--- config.mk ---
export PLATFORM = sky130hd
export DESIGN_NAME = time_of_day_clock_with_check_flags_core
export DESIGN_NICKNAME = d
export VERILOG_FILES = /design/src/hdl/tod_pkg.sv /design/src/hdl/tod_time.sv /design/src/hdl/tod_flags.sv /design/src/hdl/time_of_day_clock_with_check_flags_core.sv
export VERILOG_INCLUDE_DIRS = /design/src /design/src/hdl
export SDC_FILE = /design/constraint.sdc
export NUM_CORES = 1
export LEC_CHECK = 0
export ABC_AREA = 1
export BUFFER_PORTS_ARGS = -buffer_cell sky130_fd_sc_hd__buf_2
export CELL_PAD_IN_SITES_DETAIL_PLACEMENT = 2
export CELL_PAD_IN_SITES_GLOBAL_PLACEMENT = 2
export CORE_MARGIN = 2
export CORE_UTILIZATION = 28
export CTS_CLUSTER_SIZE = 24
export DETAILED_ROUTE_END_ITERATION = 8
export PLACE_DENSITY_LB_ADDON = 0.1
export SLEW_MARGIN = 25
export SYNTH_ARGS = -nofsm -noshare
export SYNTH_HDL_FRONTEND = slang
export SYNTH_SLANG_ARGS = --single-unit
--- constraint.sdc ---
create_clock -name clk -period 4.7 [get_ports clk]
set_clock_uncertainty 0.1 [all_clocks]
set_input_delay 0.235 -clock clk [delete_from_list [all_inputs] [get_ports clk]]
set_output_delay 0.235 -clock clk [all_outputs]
set_load 0.005 [all_outputs]
--- src/hdl/time_of_day_clock_with_check_flags_core_defines.svh ---
// Assertion macros for the time-of-day clock core.
// Included by the top level; no other dependencies.
`ifndef TIME_OF_DAY_CLOCK_WITH_CHECK_FLAGS_CORE_DEFINES_SVH
`define TIME_OF_DAY_CLOCK_WITH_CHECK_FLAGS_CORE_DEFINES_SVH
`ifndef SYNTHESIS
// Same-cycle implication.
`define TOD_ASSERT_NOW(label, clk, rst_n, ante, cons) \
    label: assert property (@(posedge clk) disable iff (!rst_n) (ante) |-> (cons)) \
        else $error("tod core assertion failed");
// Next-cycle implication.
`define TOD_ASSERT_NEXT(label, clk, rst_n, ante, cons) \
    label: assert property (@(posedge clk) disable iff (!rst_n) (ante) |=> (cons)) \
        else $error("tod core assertion failed");
`else
`define TOD_ASSERT_NOW(label, clk, rst_n, ante, cons)
`define TOD_ASSERT_NEXT(label, clk, rst_n, ante, cons)
`endif
`endif

--- src/hdl/tod_pkg.sv ---
// Shared types, function codes and constants for the time-of-day clock core.
// No dependencies.
`default_nettype none
package tod_pkg;

    // Function codes of an input beat
    localparam logic [2:0] FUNC_TICK         = 3'd0;
    localparam logic [2:0] FUNC_SET_TIME     = 3'd1;
    localparam logic [2:0] FUNC_TAKE_CHECK   = 3'd2;
    localparam logic [2:0] FUNC_TAKE_LATE    = 3'd3;
    localparam logic [2:0] FUNC_TAKE_CLIENTS = 3'd4;

    // Configuration register indexes
    localparam logic CFG_CHECK_PERIOD  = 1'b0;
    localparam logic CFG_CLIENT_PERIOD = 1'b1;

    localparam logic [15:0] CHECK_PERIOD_RESET  = 16'd120;
    localparam logic [7:0]  CLIENT_PERIOD_RESET = 8'd30;

    localparam logic [15:0] LATE_LIMIT       = 16'd10;
    localparam logic [7:0]  CLIENT_WINDOW    = 8'd5;
    localparam logic [4:0]  MAX_HOUR         = 5'd23;
    localparam logic [5:0]  UNITS_PER_MINUTE = 6'd60;
    localparam logic [4:0]  HOURS_PER_DAY    = 5'd24;
    localparam logic [15:0] STOPWATCH_MAX    = 16'hFFFF;

    typedef struct packed {
        logic [2:0] func;
        logic [4:0] new_hour;
        logic [5:0] new_minute;
        logic [5:0] new_second;
    } in_item_t;

    typedef struct packed {
        logic [4:0] hour_now;
        logic [5:0] minute_now;
        logic [5:0] second_now;
        logic       answer;
    } out_item_t;

    // Decoded function of the beat being processed
    typedef struct packed {
        logic tick;
        logic set_time;
        logic take_check;
        logic take_late;
        logic take_clients;
    } tod_cmd_t;

    typedef struct packed {
        logic [4:0] hour;
        logic [5:0] minute;
        logic [5:0] second;
    } tod_time_t;

    typedef struct packed {
        logic check_pending;
        logic check_late;
        logic clients_pending;
    } tod_flag_status_t;

endpackage
`default_nettype wire

--- src/hdl/tod_time.sv ---
// Hours/minutes/seconds counter with validated set-time load.
// Depends on tod_pkg.
`default_nettype none
module tod_time
    import tod_pkg::*;
(
    input  wire logic      clk,
    input  wire logic      rst_n,
    input  wire logic      fire,
    input  wire tod_cmd_t  cmd,
    input  wire in_item_t  item,
    output tod_time_t      time_next,
    output logic           set_ok
);

    tod_time_t time_reg;

    logic [6:0] sec_inc;
    logic [6:0] min_inc;
    logic [5:0] hour_inc;
    logic       min_carry;
    logic       hour_carry;
    tod_time_t  ticked;

    always_comb
    begin
        sec_inc    = {1'b0, time_reg.second} + 7'd1;
        min_carry  = (sec_inc >= {1'b0, UNITS_PER_MINUTE});
        ticked.second = min_carry ? 6'd0 : sec_inc[5:0];
        min_inc    = {1'b0, time_reg.minute} + {6'd0, min_carry};
        hour_carry = (min_inc >= {1'b0, UNITS_PER_MINUTE});
        ticked.minute = hour_carry ? 6'd0 : min_inc[5:0];
        hour_inc   = {1'b0, time_reg.hour} + {5'd0, hour_carry};
        ticked.hour = (hour_inc >= {1'b0, HOURS_PER_DAY}) ? 5'd0 : hour_inc[4:0];

        set_ok = cmd.set_time && (item.new_hour <= MAX_HOUR)
                 && (item.new_minute < UNITS_PER_MINUTE)
                 && (item.new_second < UNITS_PER_MINUTE);

        if (cmd.tick)
        begin
            time_next = ticked;
        end
        else if (set_ok)
        begin
            time_next.hour   = item.new_hour;
            time_next.minute = item.new_minute;
            time_next.second = item.new_second;
        end
        else
        begin
            time_next = time_reg;
        end
    end

    always_ff @(posedge clk or negedge rst_n)
    begin
        if (!rst_n)
        begin
            time_reg <= '0;
        end
        else if (fire)
        begin
            time_reg <= time_next;
        end
    end

endmodule
`default_nettype wire

--- src/hdl/tod_flags.sv ---
// Stopwatch, client phase and the three sticky flags with poll-and-clear.
// Depends on tod_pkg.
`default_nettype none
module tod_flags
    import tod_pkg::*;
(
    input  wire logic        clk,
    input  wire logic        rst_n,
    input  wire logic        fire,
    input  wire tod_cmd_t    cmd,
    input  wire logic [15:0] check_period,
    input  wire logic [7:0]  client_period,
    output logic             poll_answer,
    output tod_flag_status_t status
);

    logic [15:0]      stopwatch_reg, stopwatch_next;
    logic [7:0]       phase_reg, phase_next;
    tod_flag_status_t flags_reg, flags_next;

    logic        raise;
    logic [15:0] sw1;
    logic [7:0]  ph1;
    logic        cp1;
    logic        late1;
    logic [8:0]  ph_inc;

    assign status = flags_reg;

    always_comb
    begin
        // tick path: check raise, late, clients window, then count
        raise = (stopwatch_reg >= check_period) && !flags_reg.clients_pending;
        sw1   = raise ? 16'd0 : stopwatch_reg;
        ph1   = raise ? 8'd0 : phase_reg;
        cp1   = raise | flags_reg.check_pending;
        late1 = raise ? 1'b0 : flags_reg.check_late;
        ph_inc = {1'b0, ph1} + 9'd1;

        stopwatch_next = stopwatch_reg;
        phase_next     = phase_reg;
        flags_next     = flags_reg;
        poll_answer    = 1'b0;

        if (cmd.tick)
        begin
            flags_next.check_pending   = cp1;
            flags_next.check_late      = late1 | ((sw1 > LATE_LIMIT) && cp1);
            flags_next.clients_pending = flags_reg.clients_pending
                                         | ((ph1 < CLIENT_WINDOW) && !cp1);
            stopwatch_next = (sw1 != STOPWATCH_MAX) ? sw1 + 16'd1 : sw1;
            phase_next     = (ph_inc >= {1'b0, client_period}) ? 8'd0 : ph_inc[7:0];
        end
        else if (cmd.take_check)
        begin
            poll_answer = flags_reg.check_pending;
            flags_next.check_pending = 1'b0;
        end
        else if (cmd.take_late)
        begin
            poll_answer = flags_reg.check_late;
            flags_next.check_late = 1'b0;
        end
        else if (cmd.take_clients)
        begin
            poll_answer = flags_reg.clients_pending;
            flags_next.clients_pending = 1'b0;
        end
    end

    always_ff @(posedge clk or negedge rst_n)
    begin
        if (!rst_n)
        begin
            stopwatch_reg <= '0;
            phase_reg     <= '0;
            flags_reg     <= '0;
        end
        else if (fire)
        begin
            stopwatch_reg <= stopwatch_next;
            phase_reg     <= phase_next;
            flags_reg     <= flags_next;
        end
    end

endmodule
`default_nettype wire

--- src/hdl/time_of_day_clock_with_check_flags_core.sv ---
// Time-of-day clock core with check/late/clients flags: top level.
// An accepted beat is held in the input register and moves into the result
// register once that register is free; out_valid then rises.
// Throughput: one beat per cycle while out_stall does not hold the result
// register; the single-pass update between the two registers sets this figure.
// Reset (rst_n, async low): time, stopwatch, phase and flags clear; the
// periods return to 120 and 30 ticks. Depends on tod_pkg, tod_time, tod_flags.
`default_nettype none
`include "time_of_day_clock_with_check_flags_core_defines.svh"
module time_of_day_clock_with_check_flags_core
    import tod_pkg::*;
(
    input  wire logic        clk,
    input  wire logic        rst_n,
    // configuration write port
    input  wire logic        cfg_write_en,
    input  wire logic        cfg_index,
    input  wire logic [15:0] cfg_data,
    // input beats
    input  wire logic        in_valid,
    output logic             in_stall,
    input  wire in_item_t    in_data,
    // result beats
    output logic             out_valid,
    input  wire logic        out_stall,
    output out_item_t        out_data
);

    // configuration registers
    logic [15:0] check_period_reg;
    logic [7:0]  client_period_reg;

    // input register stage
    logic     pipe_valid_reg;
    in_item_t pipe_item_reg;

    // result register stage
    logic      out_valid_reg;
    out_item_t out_data_reg;

    logic             out_free;
    logic             fire;
    logic             in_take;
    tod_cmd_t         cmd;
    tod_time_t        time_next;
    logic             set_ok;
    logic             poll_answer;
    tod_flag_status_t status;
    out_item_t        result;
    logic             flags_clash;
    logic             out_time_legal;

    // The result register is free when empty or being drained this cycle;
    // the held beat then moves through and a new one may enter.
    assign out_free  = !out_valid_reg || !out_stall;
    assign fire      = pipe_valid_reg && out_free;
    assign in_stall  = pipe_valid_reg && !out_free;
    assign in_take   = in_valid && !in_stall;
    assign out_valid = out_valid_reg;
    assign out_data  = out_data_reg;

    // Configuration writes must land only while idle; the block does not enforce it and has no interlock.
    always_ff @(posedge clk or negedge rst_n)
    begin
        if (!rst_n)
        begin
            check_period_reg  <= CHECK_PERIOD_RESET;
            client_period_reg <= CLIENT_PERIOD_RESET;
        end
        else if (cfg_write_en)
        begin
            case (cfg_index)
                CFG_CHECK_PERIOD:  check_period_reg  <= cfg_data;
                CFG_CLIENT_PERIOD: client_period_reg <= cfg_data[7:0];
                default:           ;
            endcase
        end
    end

    // Decode the held beat; unused codes decode to no action at all.
    always_comb
    begin
        cmd = '0;
        case (pipe_item_reg.func)
            FUNC_TICK:         cmd.tick         = 1'b1;
            FUNC_SET_TIME:     cmd.set_time     = 1'b1;
            FUNC_TAKE_CHECK:   cmd.take_check   = 1'b1;
            FUNC_TAKE_LATE:    cmd.take_late    = 1'b1;
            FUNC_TAKE_CLIENTS: cmd.take_clients = 1'b1;
            default:           cmd = '0;
        endcase
    end

    tod_time u_time (
        .clk       (clk),
        .rst_n     (rst_n),
        .fire      (fire),
        .cmd       (cmd),
        .item      (pipe_item_reg),
        .time_next (time_next),
        .set_ok    (set_ok)
    );

    tod_flags u_flags (
        .clk           (clk),
        .rst_n         (rst_n),
        .fire          (fire),
        .cmd           (cmd),
        .check_period  (check_period_reg),
        .client_period (client_period_reg),
        .poll_answer   (poll_answer),
        .status        (status)
    );

    // The result carries the time after the step; answer is the set verdict
    // or the polled flag (poll_answer is zero for anything but a poll).
    always_comb
    begin
        result.hour_now   = time_next.hour;
        result.minute_now = time_next.minute;
        result.second_now = time_next.second;
        result.answer     = set_ok | poll_answer;
    end

    always_ff @(posedge clk or negedge rst_n)
    begin
        if (!rst_n)
        begin
            pipe_valid_reg <= 1'b0;
            out_valid_reg  <= 1'b0;
        end
        else
        begin
            if (in_take)
            begin
                pipe_valid_reg <= 1'b1;
            end
            else if (fire)
            begin
                pipe_valid_reg <= 1'b0;
            end

            if (fire)
            begin
                out_valid_reg <= 1'b1;
            end
            else if (!out_stall)
            begin
                out_valid_reg <= 1'b0;
            end
        end
    end

    always_ff @(posedge clk)
    begin
        if (in_take)
        begin
            pipe_item_reg <= in_data;
        end
        if (fire)
        begin
            out_data_reg <= result;
        end
    end

    // Helper terms for the checks below
    assign flags_clash    = status.check_pending && status.clients_pending;
    assign out_time_legal = (out_data_reg.hour_now <= MAX_HOUR)
                            && (out_data_reg.minute_now < UNITS_PER_MINUTE)
                            && (out_data_reg.second_now < UNITS_PER_MINUTE);

    // Input only backs up when a beat is held and the result side is blocked.
    `TOD_ASSERT_NOW(a_stall_cause, clk, rst_n, in_stall, pipe_valid_reg && !out_free)
    // A beat that moves out of the input register always appears as a result.
    `TOD_ASSERT_NEXT(a_fire_delivers, clk, rst_n, fire, out_valid_reg)
    // A check request blocks the clients window and the reverse.
    `TOD_ASSERT_NOW(a_flags_exclusive, clk, rst_n, 1'b1, !flags_clash)
    // Reported time is always a legal time of day.
    `TOD_ASSERT_NOW(a_time_range, clk, rst_n, out_valid_reg, out_time_legal)

endmodule
`default_nettype wire
==> run_results.csv, run 1 <==
group,metric,value,unit
synthesis,synth_cell_types,51,
timing,slew_headroom,0.402,
worst_hold_path,min_path_cells,3,
setup_path,slowest_delay,420,ps
die,initial_utilization,0.283,
timing,tns,0,ps
global_routing,grt_pass1_wl,30300,um
finish,final_common_cell,"nand2_1",
finish,nFillCells,2483,
drt,drc_errors,0,
die,die_w,152,um
status,run_status,"complete, no violations",
die,chipHeight,152,um
drt,drtIter0Drc,166,
setup_path,cp_slowest_cell,"dfrtp_1",
drt,wire_per_inst,17.0,um
power,ir_drop,0.000208,V
setup_path,path_depth,21,
die,dieArea,0.0230,sq mm
timing,rsz0062_at_grt,"no",
setup_path,crit_top_cell,"ha_1",
global_routing,grt_max_degree,49,
global_routing,antenna_found_initial,0,
setup_path,start_kind,"flop",
die,core.rowCount,54,
setup_path,end_kind,"flop",
clock_network,clk_latency,360,ps
synthesis,postSynthAreaPerCell,8.60,sq um
timing,fin_crit,4180,ps
finish,diodes,0,
clock_network,cts_sinks,108,
setup_path,required,4820,ps
timing,max_freq,239,MHz
die,ioPinCount,62,
drt,antenna_left,0,
job,cap_violations,0,
timing,hold_viol,0,
setup_path,cpLargestDelayFamily,"simple AND/OR/NAND/NOR gates",
setup_path,crit_chain,"ha_1 -> nand3_1 -> xor2_1 -> nor3_1 -> a21boi_1 -> inv_2 -> ha_1 -> nand2_1 -> nor3_2 -> xor2_1 -> nand2b_1 -> nand2_2 -> ha_1 -> ha_1 -> nand3_1 -> xor2_1 -> inv_1 -> o221ai_2 -> o21ai_0 -> nand2_1 -> o21ai_0",
synthesis,synth_cells,711,
clock_network,cts_max_path_buffers,2,
drt,vias_per_cell,4.77,
place,port_buffers,61,
global_routing,track_usage,0.169,
setup_path,cp_max_fo,6,
synthesis,yosysWarnings,0,
synthesis,syn_nets,786,
clock_network,cts_tree,"built",
clock_network,clkTransAtPathRegs,80,ps
timing,setup_viol,0,
finish,utilization,0.335,
setup_path,critPathArrivalTime,4310,ps
setup_path,worst-path-buf-inv,2,
finish,mostFrequentLayoutCells,"181 x nand2_1, 99 x inv_1, 66 x o21ai_0",
clock_network,ctsHtreeMaxLevel,3,
clock_network,clock-root-buffer,"clkbuf_16",
setup_path,worstSetupPathType,"flop to flop",
drt,wl,18300,um
finish,layout-drive-gt1-share,0.172,
drt,dr.pass1.iters,4,
drt,vias,5128,
place,gp_congestion,0.760,
global_routing,grt.overflow.total,0,
finish,syn_to_final_growth,18.6,%
power,cellLeakagePower,0.00338,uW
power,p_per_area,400,mW/mm^2
die,core_area,0.0216,sq mm
global_routing,grt_pass1_vias,5727,
worst_hold_path,hold_path_class,"primary input to flop",
finish,largest_reg_flops,20,
place,dp_hpwl,13600,um
timing,worst_slew_pin_slew,897,ps
clock_network,cts_buffers,9,
synthesis,syn_area,0.00611,sq mm
synthesis,ys_seq_elements,108,
finish,nNetsFinal,866,
synthesis,seq_area_frac_synth,0.475,
timing,final.period_utilization,0.890,
setup_path,r2r_cells,21,
timing,drv_slew,0,
[layer usage]
layer / track usage / share of wire / vias up
met2: 0.299 / 0.51 / 42
met5: 0 / 0 / -
met4: 0.0306 / 0.0065 / 0
met1: 0.223 / 0.47 / 2603
met3: 0.0240 / 0.018 / 6
li1: - / - / 2477
[cell type report]
type                       count  area (sq um)  area share
clock buffer                   9           225      0.0311
clock inverter                 7          86.3      0.0119
inverter                     105           398      0.0549
multi-input combinational    479          2730       0.376
sequential                   108          2900       0.400
tap                          280           350      0.0483
timing repair buffer          88           563      0.0776
[worst min-delay path, cell delays in order]
cell,delay (ps)
buf_2,80
nand2_1,70
nand2_1,60
[cell families after synthesis]
| kind of cell | Yosys count | synth area share |
|---|---|---|
| buffers and inverters | 124 | 0.0817 |
| XOR/XNOR | 17 | 0.0256 |
| flip-flops | 108 | 0.475 |
| adder cells (fa/ha/maj) | 33 | 0.0676 |
| AO/OA/AOI/OAI | 122 | 0.116 |
| AND/OR/NAND/NOR | 307 | 0.234 |
[synth_stat cells, drive strengths merged]
cell / count / share of area
o221ai: 1 / 0.0014
xnor2: 3 / 0.0043
inv: 105 / 0.064
o21bai: 4 / 0.0049
o2111ai: 2 / 0.0029
xor2: 14 / 0.021
or3: 1 / 0.0010
nand2: 191 / 0.12
a21oi: 29 / 0.024
nand3b: 6 / 0.011
o21a: 1 / 0.0012
buf: 11 / 0.012
o22ai: 3 / 0.0031
nor3: 6 / 0.0057
clkbuf: 8 / 0.0049
and2: 1 / 0.0010
dfstp: 8 / 0.034
a31oi: 2 / 0.0020
nand3: 35 / 0.033
o32ai: 4 / 0.0094
o211ai: 3 / 0.0037
a21boi: 1 / 0.0012
nor4: 4 / 0.0041
o31ai: 3 / 0.0045
or2: 1 / 0.0010
ha: 33 / 0.068
a211oi: 1 / 0.0020
dfrtp: 62 / 0.25
nand4: 12 / 0.015
o21ai: 68 / 0.056
nor2: 49 / 0.040
edfxtp: 38 / 0.19
nand2b: 1 / 0.0010
[report_power, final]
| group | internal [uW] | total, uW | switching (uW) |
|---|---|---|---|
| clock | 424 | 818 | 394 |
| combinational | 289 | 767 | 477 |
| sequential | 1180 | 1310 | 132 |
[metrics by stage]
step	cells	worst slack, ps	total power [uW]	instance area, sq um	hold slack, ps
after global placement	1038	578	2060	6710	202
after CTS	1075	171	2970	7230	12.2
after floorplan	711	1070	1810	6110	-161
after global routing	1076	1.53	3140	7250	30.7
final	1076	516	2900	7250	21.1
after detailed placement	1038	190	2110	6710	202
[worst paths after layout]
path,from,to,slack [ps]
setup / recovery,u_time.time_reg[0],u_time.time_reg[13],520
hold / removal,in_valid,pipe_valid_reg,20
setup reg to reg,u_time.time_reg[0],u_time.time_reg[13],520
hold reg to reg,check_period_reg[7],check_period_reg[7],390
max in group asynchronous,rst_n,client_period_reg[3],3240
min in group asynchronous,rst_n,u_time.time_reg[4],330
[repair_timing]
item                                    CTS  global route
endpoints found under the hold margin    58             0
endpoints found under the setup margin    0            16
gates resized for setup                   0             4
hold buffers                             21             0
setup buffers                             0             1
Note: power is estimated with default switching activity, not from simulation.
==> run 2, diff against run 1 <==
--- a/config.mk
+++ b/config.mk
@@ -12,6 +12,7 @@
 export CELL_PAD_IN_SITES_GLOBAL_PLACEMENT = 2
 export CORE_MARGIN = 2
 export CORE_UTILIZATION = 28
+export CTS_BUF_LIST = sky130_fd_sc_hd__clkbuf_2 sky130_fd_sc_hd__clkbuf_4 sky130_fd_sc_hd__clkbuf_8
 export CTS_CLUSTER_SIZE = 24
 export DETAILED_ROUTE_END_ITERATION = 8
 export PLACE_DENSITY_LB_ADDON = 0.1
==> run 2 against run 1 <==
  * Fmax down 0.74%
  * Utilization up 0.18 points
  * Clock power down 23%
  * Critical path depth up 4
  * Critical path type unchanged
  * Critical endpoint is now u_flags.phase_reg[5]
  * Largest power group unchanged
  * Highest routed layer unchanged
==> run_results.csv, run 2 (synthesis results as in run 1) <==
group,metric,value,unit
setup_path,r2r_cells,25,
worst_hold_path,min_to,"check_period_reg[5]",
power,cellLeakagePower,0.00339,uW
timing,worst_slew_pin_slew,926,ps
clock_network,cts_max_path_buffers,2,
setup_path,critPathArrivalTime,4430,ps
die,die_w,152,um
timing,drv_slew,0,
finish,layout-drive-gt1-share,0.169,
clock_network,ctsHtreeMaxLevel,3,
setup_path,end_kind,"flop",
die,initial_utilization,0.283,
die,ioPinCount,62,
drt,wire_per_inst,16.7,um
place,dp_hpwl,13600,um
finish,syn_to_final_growth,19.3,%
drt,drtIter0Drc,165,
drt,vias_per_cell,4.74,
drt,dr.pass1.iters,4,
finish,largest_reg_flops,20,
timing,slew_headroom,0.382,
timing,max_freq,237,MHz
setup_path,rr_endpoint,"u_flags.phase_reg[5]",
status,run_status,"complete, no violations",
setup_path,worstSetupPathType,"flop to flop",
power,total_power,2720,uW
finish,stdcell_count,1090,
timing,finalWorstSetupSlack,485,ps
clock_network,clk_latency,400,ps
worst_hold_path,min_path_cells,3,
die,core.rowCount,54,
drt,wl,18200,um
power,ir_drop,0.000123,V
clock_network,cts_buffers,9,
global_routing,grt_pass1_wl,30200,um
finish,final_common_cell,"nand2_1",
setup_path,start_kind,"flop",
drt,antenna_left,0,
drt,vias,5166,
place,preCtsSetupSlack,190,ps
die,dieArea,0.0230,sq mm
die,chipHeight,152,um
setup_path,ff2ff_setup_slack,490,ps
place,port_buffers,61,
clock_network,clkTransAtPathRegs,120,ps
place,place_inst,1038,
worst_hold_path,hold_path_class,"primary input to flop",
setup_path,cp_max_fo,14,
worst_hold_path,worstHoldStart,"cfg_data[5]",
global_routing,grt.overflow.total,0,
die,core_area,0.0216,sq mm
global_routing,track_usage,0.169,
job,cap_violations,0,
clock_network,cts_tree,"built",
drt,drc_errors,0,
global_routing,grt_pass1_vias,5713,
global_routing,antenna_found_initial,0,
timing,tns,0,ps
timing,setup_viol,0,
power,p_per_area,374,mW/mm^2
setup_path,required,4910,ps
place,gp_congestion,0.760,
finish,mostFrequentLayoutCells,"182 x nand2_1, 99 x inv_1, 66 x o21ai_0",
finish,diodes,0,
timing,fin_crit,4210,ps
finish,nNetsFinal,880,
timing,final.period_utilization,0.897,
timing,hold_viol,0,
clock_network,cts_sinks,108,
global_routing,grt_max_degree,49,
setup_path,reg2reg_from,"check_period_reg[3]",
clock_network,clock-root-buffer,"clkbuf_8",
## run 2: cell count changes in the layout (fill, tap and decap cells not counted)
cell	change
dlygate4sd3_1	+14
clkbuf_16	-9
clkbuf_8	+9
ha_1	-1
ha_2	+1
nand2_1	+1
nand2_2	-1
## run 2: power by group
| group | internal [uW] | switching (uW) | leakage (uW) |
|---|---|---|---|
| Clock | 256 | 375 | 0.000102 |
| Sequential | 1180 | 132 | 0.00125 |
| Combinational | 299 | 478 | 0.00204 |
| Total | 1740 | 985 | 0.00339 |
## run 2: what timing repair did
action / CTS / global route
hold endpoints to repair: 75 / 0
buffers inserted: 0 / 1
setup endpoints to repair: 0 / 16
resized for setup: 0 / 4
hold buffers: 35 / 0
## run 2: cell type report
class                      instances  area (sq um)
fill                            2473         14300
sequential                       108          2900
multi-input combinational        479          2730
timing repair buffer             102           703
inverter                         105           398
tap                              280           350
clock buffer                       9           124
clock inverter                     7          86.3
## run 2: layer usage
| metal | GRT usage | up-vias | part of all wire |
|---|---|---|---|
| met5 | 0 | - | 0 |
| met3 | 0.0186 | 10 | 0.015 |
| met2 | 0.292 | 39 | 0.50 |
| met1 | 0.226 | 2611 | 0.47 |
| met4 | 0.0444 | 0 | 0.011 |
| li1 | - | 2506 | - |
## run 2: worst max-delay path, cell delays in order (launching register included)
cell and delay, ps:
dfstp_2 550, inv_1 60, ha_1 310, nand2_1 100, nor2_1 50, nor2_1 80
nand2_1 80, nand2_1 60, nand2_1 110, nand2_1 100, nand2_2 80, nand2_4 170
clkinvlp_4 130, nor2_1 180, ha_2 250, nand4_4 130, xnor2_1 220, inv_1 70
ha_1 290, a21oi_1 120, o21ai_0 100, nand2_1 70, nand2_1 60, a211oi_2 250
nand2_1 190, o21ai_0 200
## run 2: per-stage QoR
stage	cell area (sq um)	utilization	hold WS [ps]
after global placement	6710	0.310	202
after detailed placement	6710	0.310	202
after floorplan	6110	-	-161
after CTS	7270	0.336	3.95
after global routing	7290	0.337	18.6
final	7290	0.337	17.9
## run 2: worst max path at each step
stage / startpoint / to / slack (ps) / depth (start not counted)
after floorplan: u_time.time_reg[0] / out_data[14] / 1070 / 19
after global placement: check_period_reg[3] / u_flags.phase_reg[5] / 580 / 25
after detailed placement: u_time.time_reg[0] / u_time.time_reg[13] / 190 / 21
after CTS: u_time.time_reg[0] / u_time.time_reg[15] / 170 / 21
after global routing: check_period_reg[3] / u_flags.phase_reg[3] / -30 / 25
final: check_period_reg[3] / u_flags.phase_reg[5] / 490 / 25
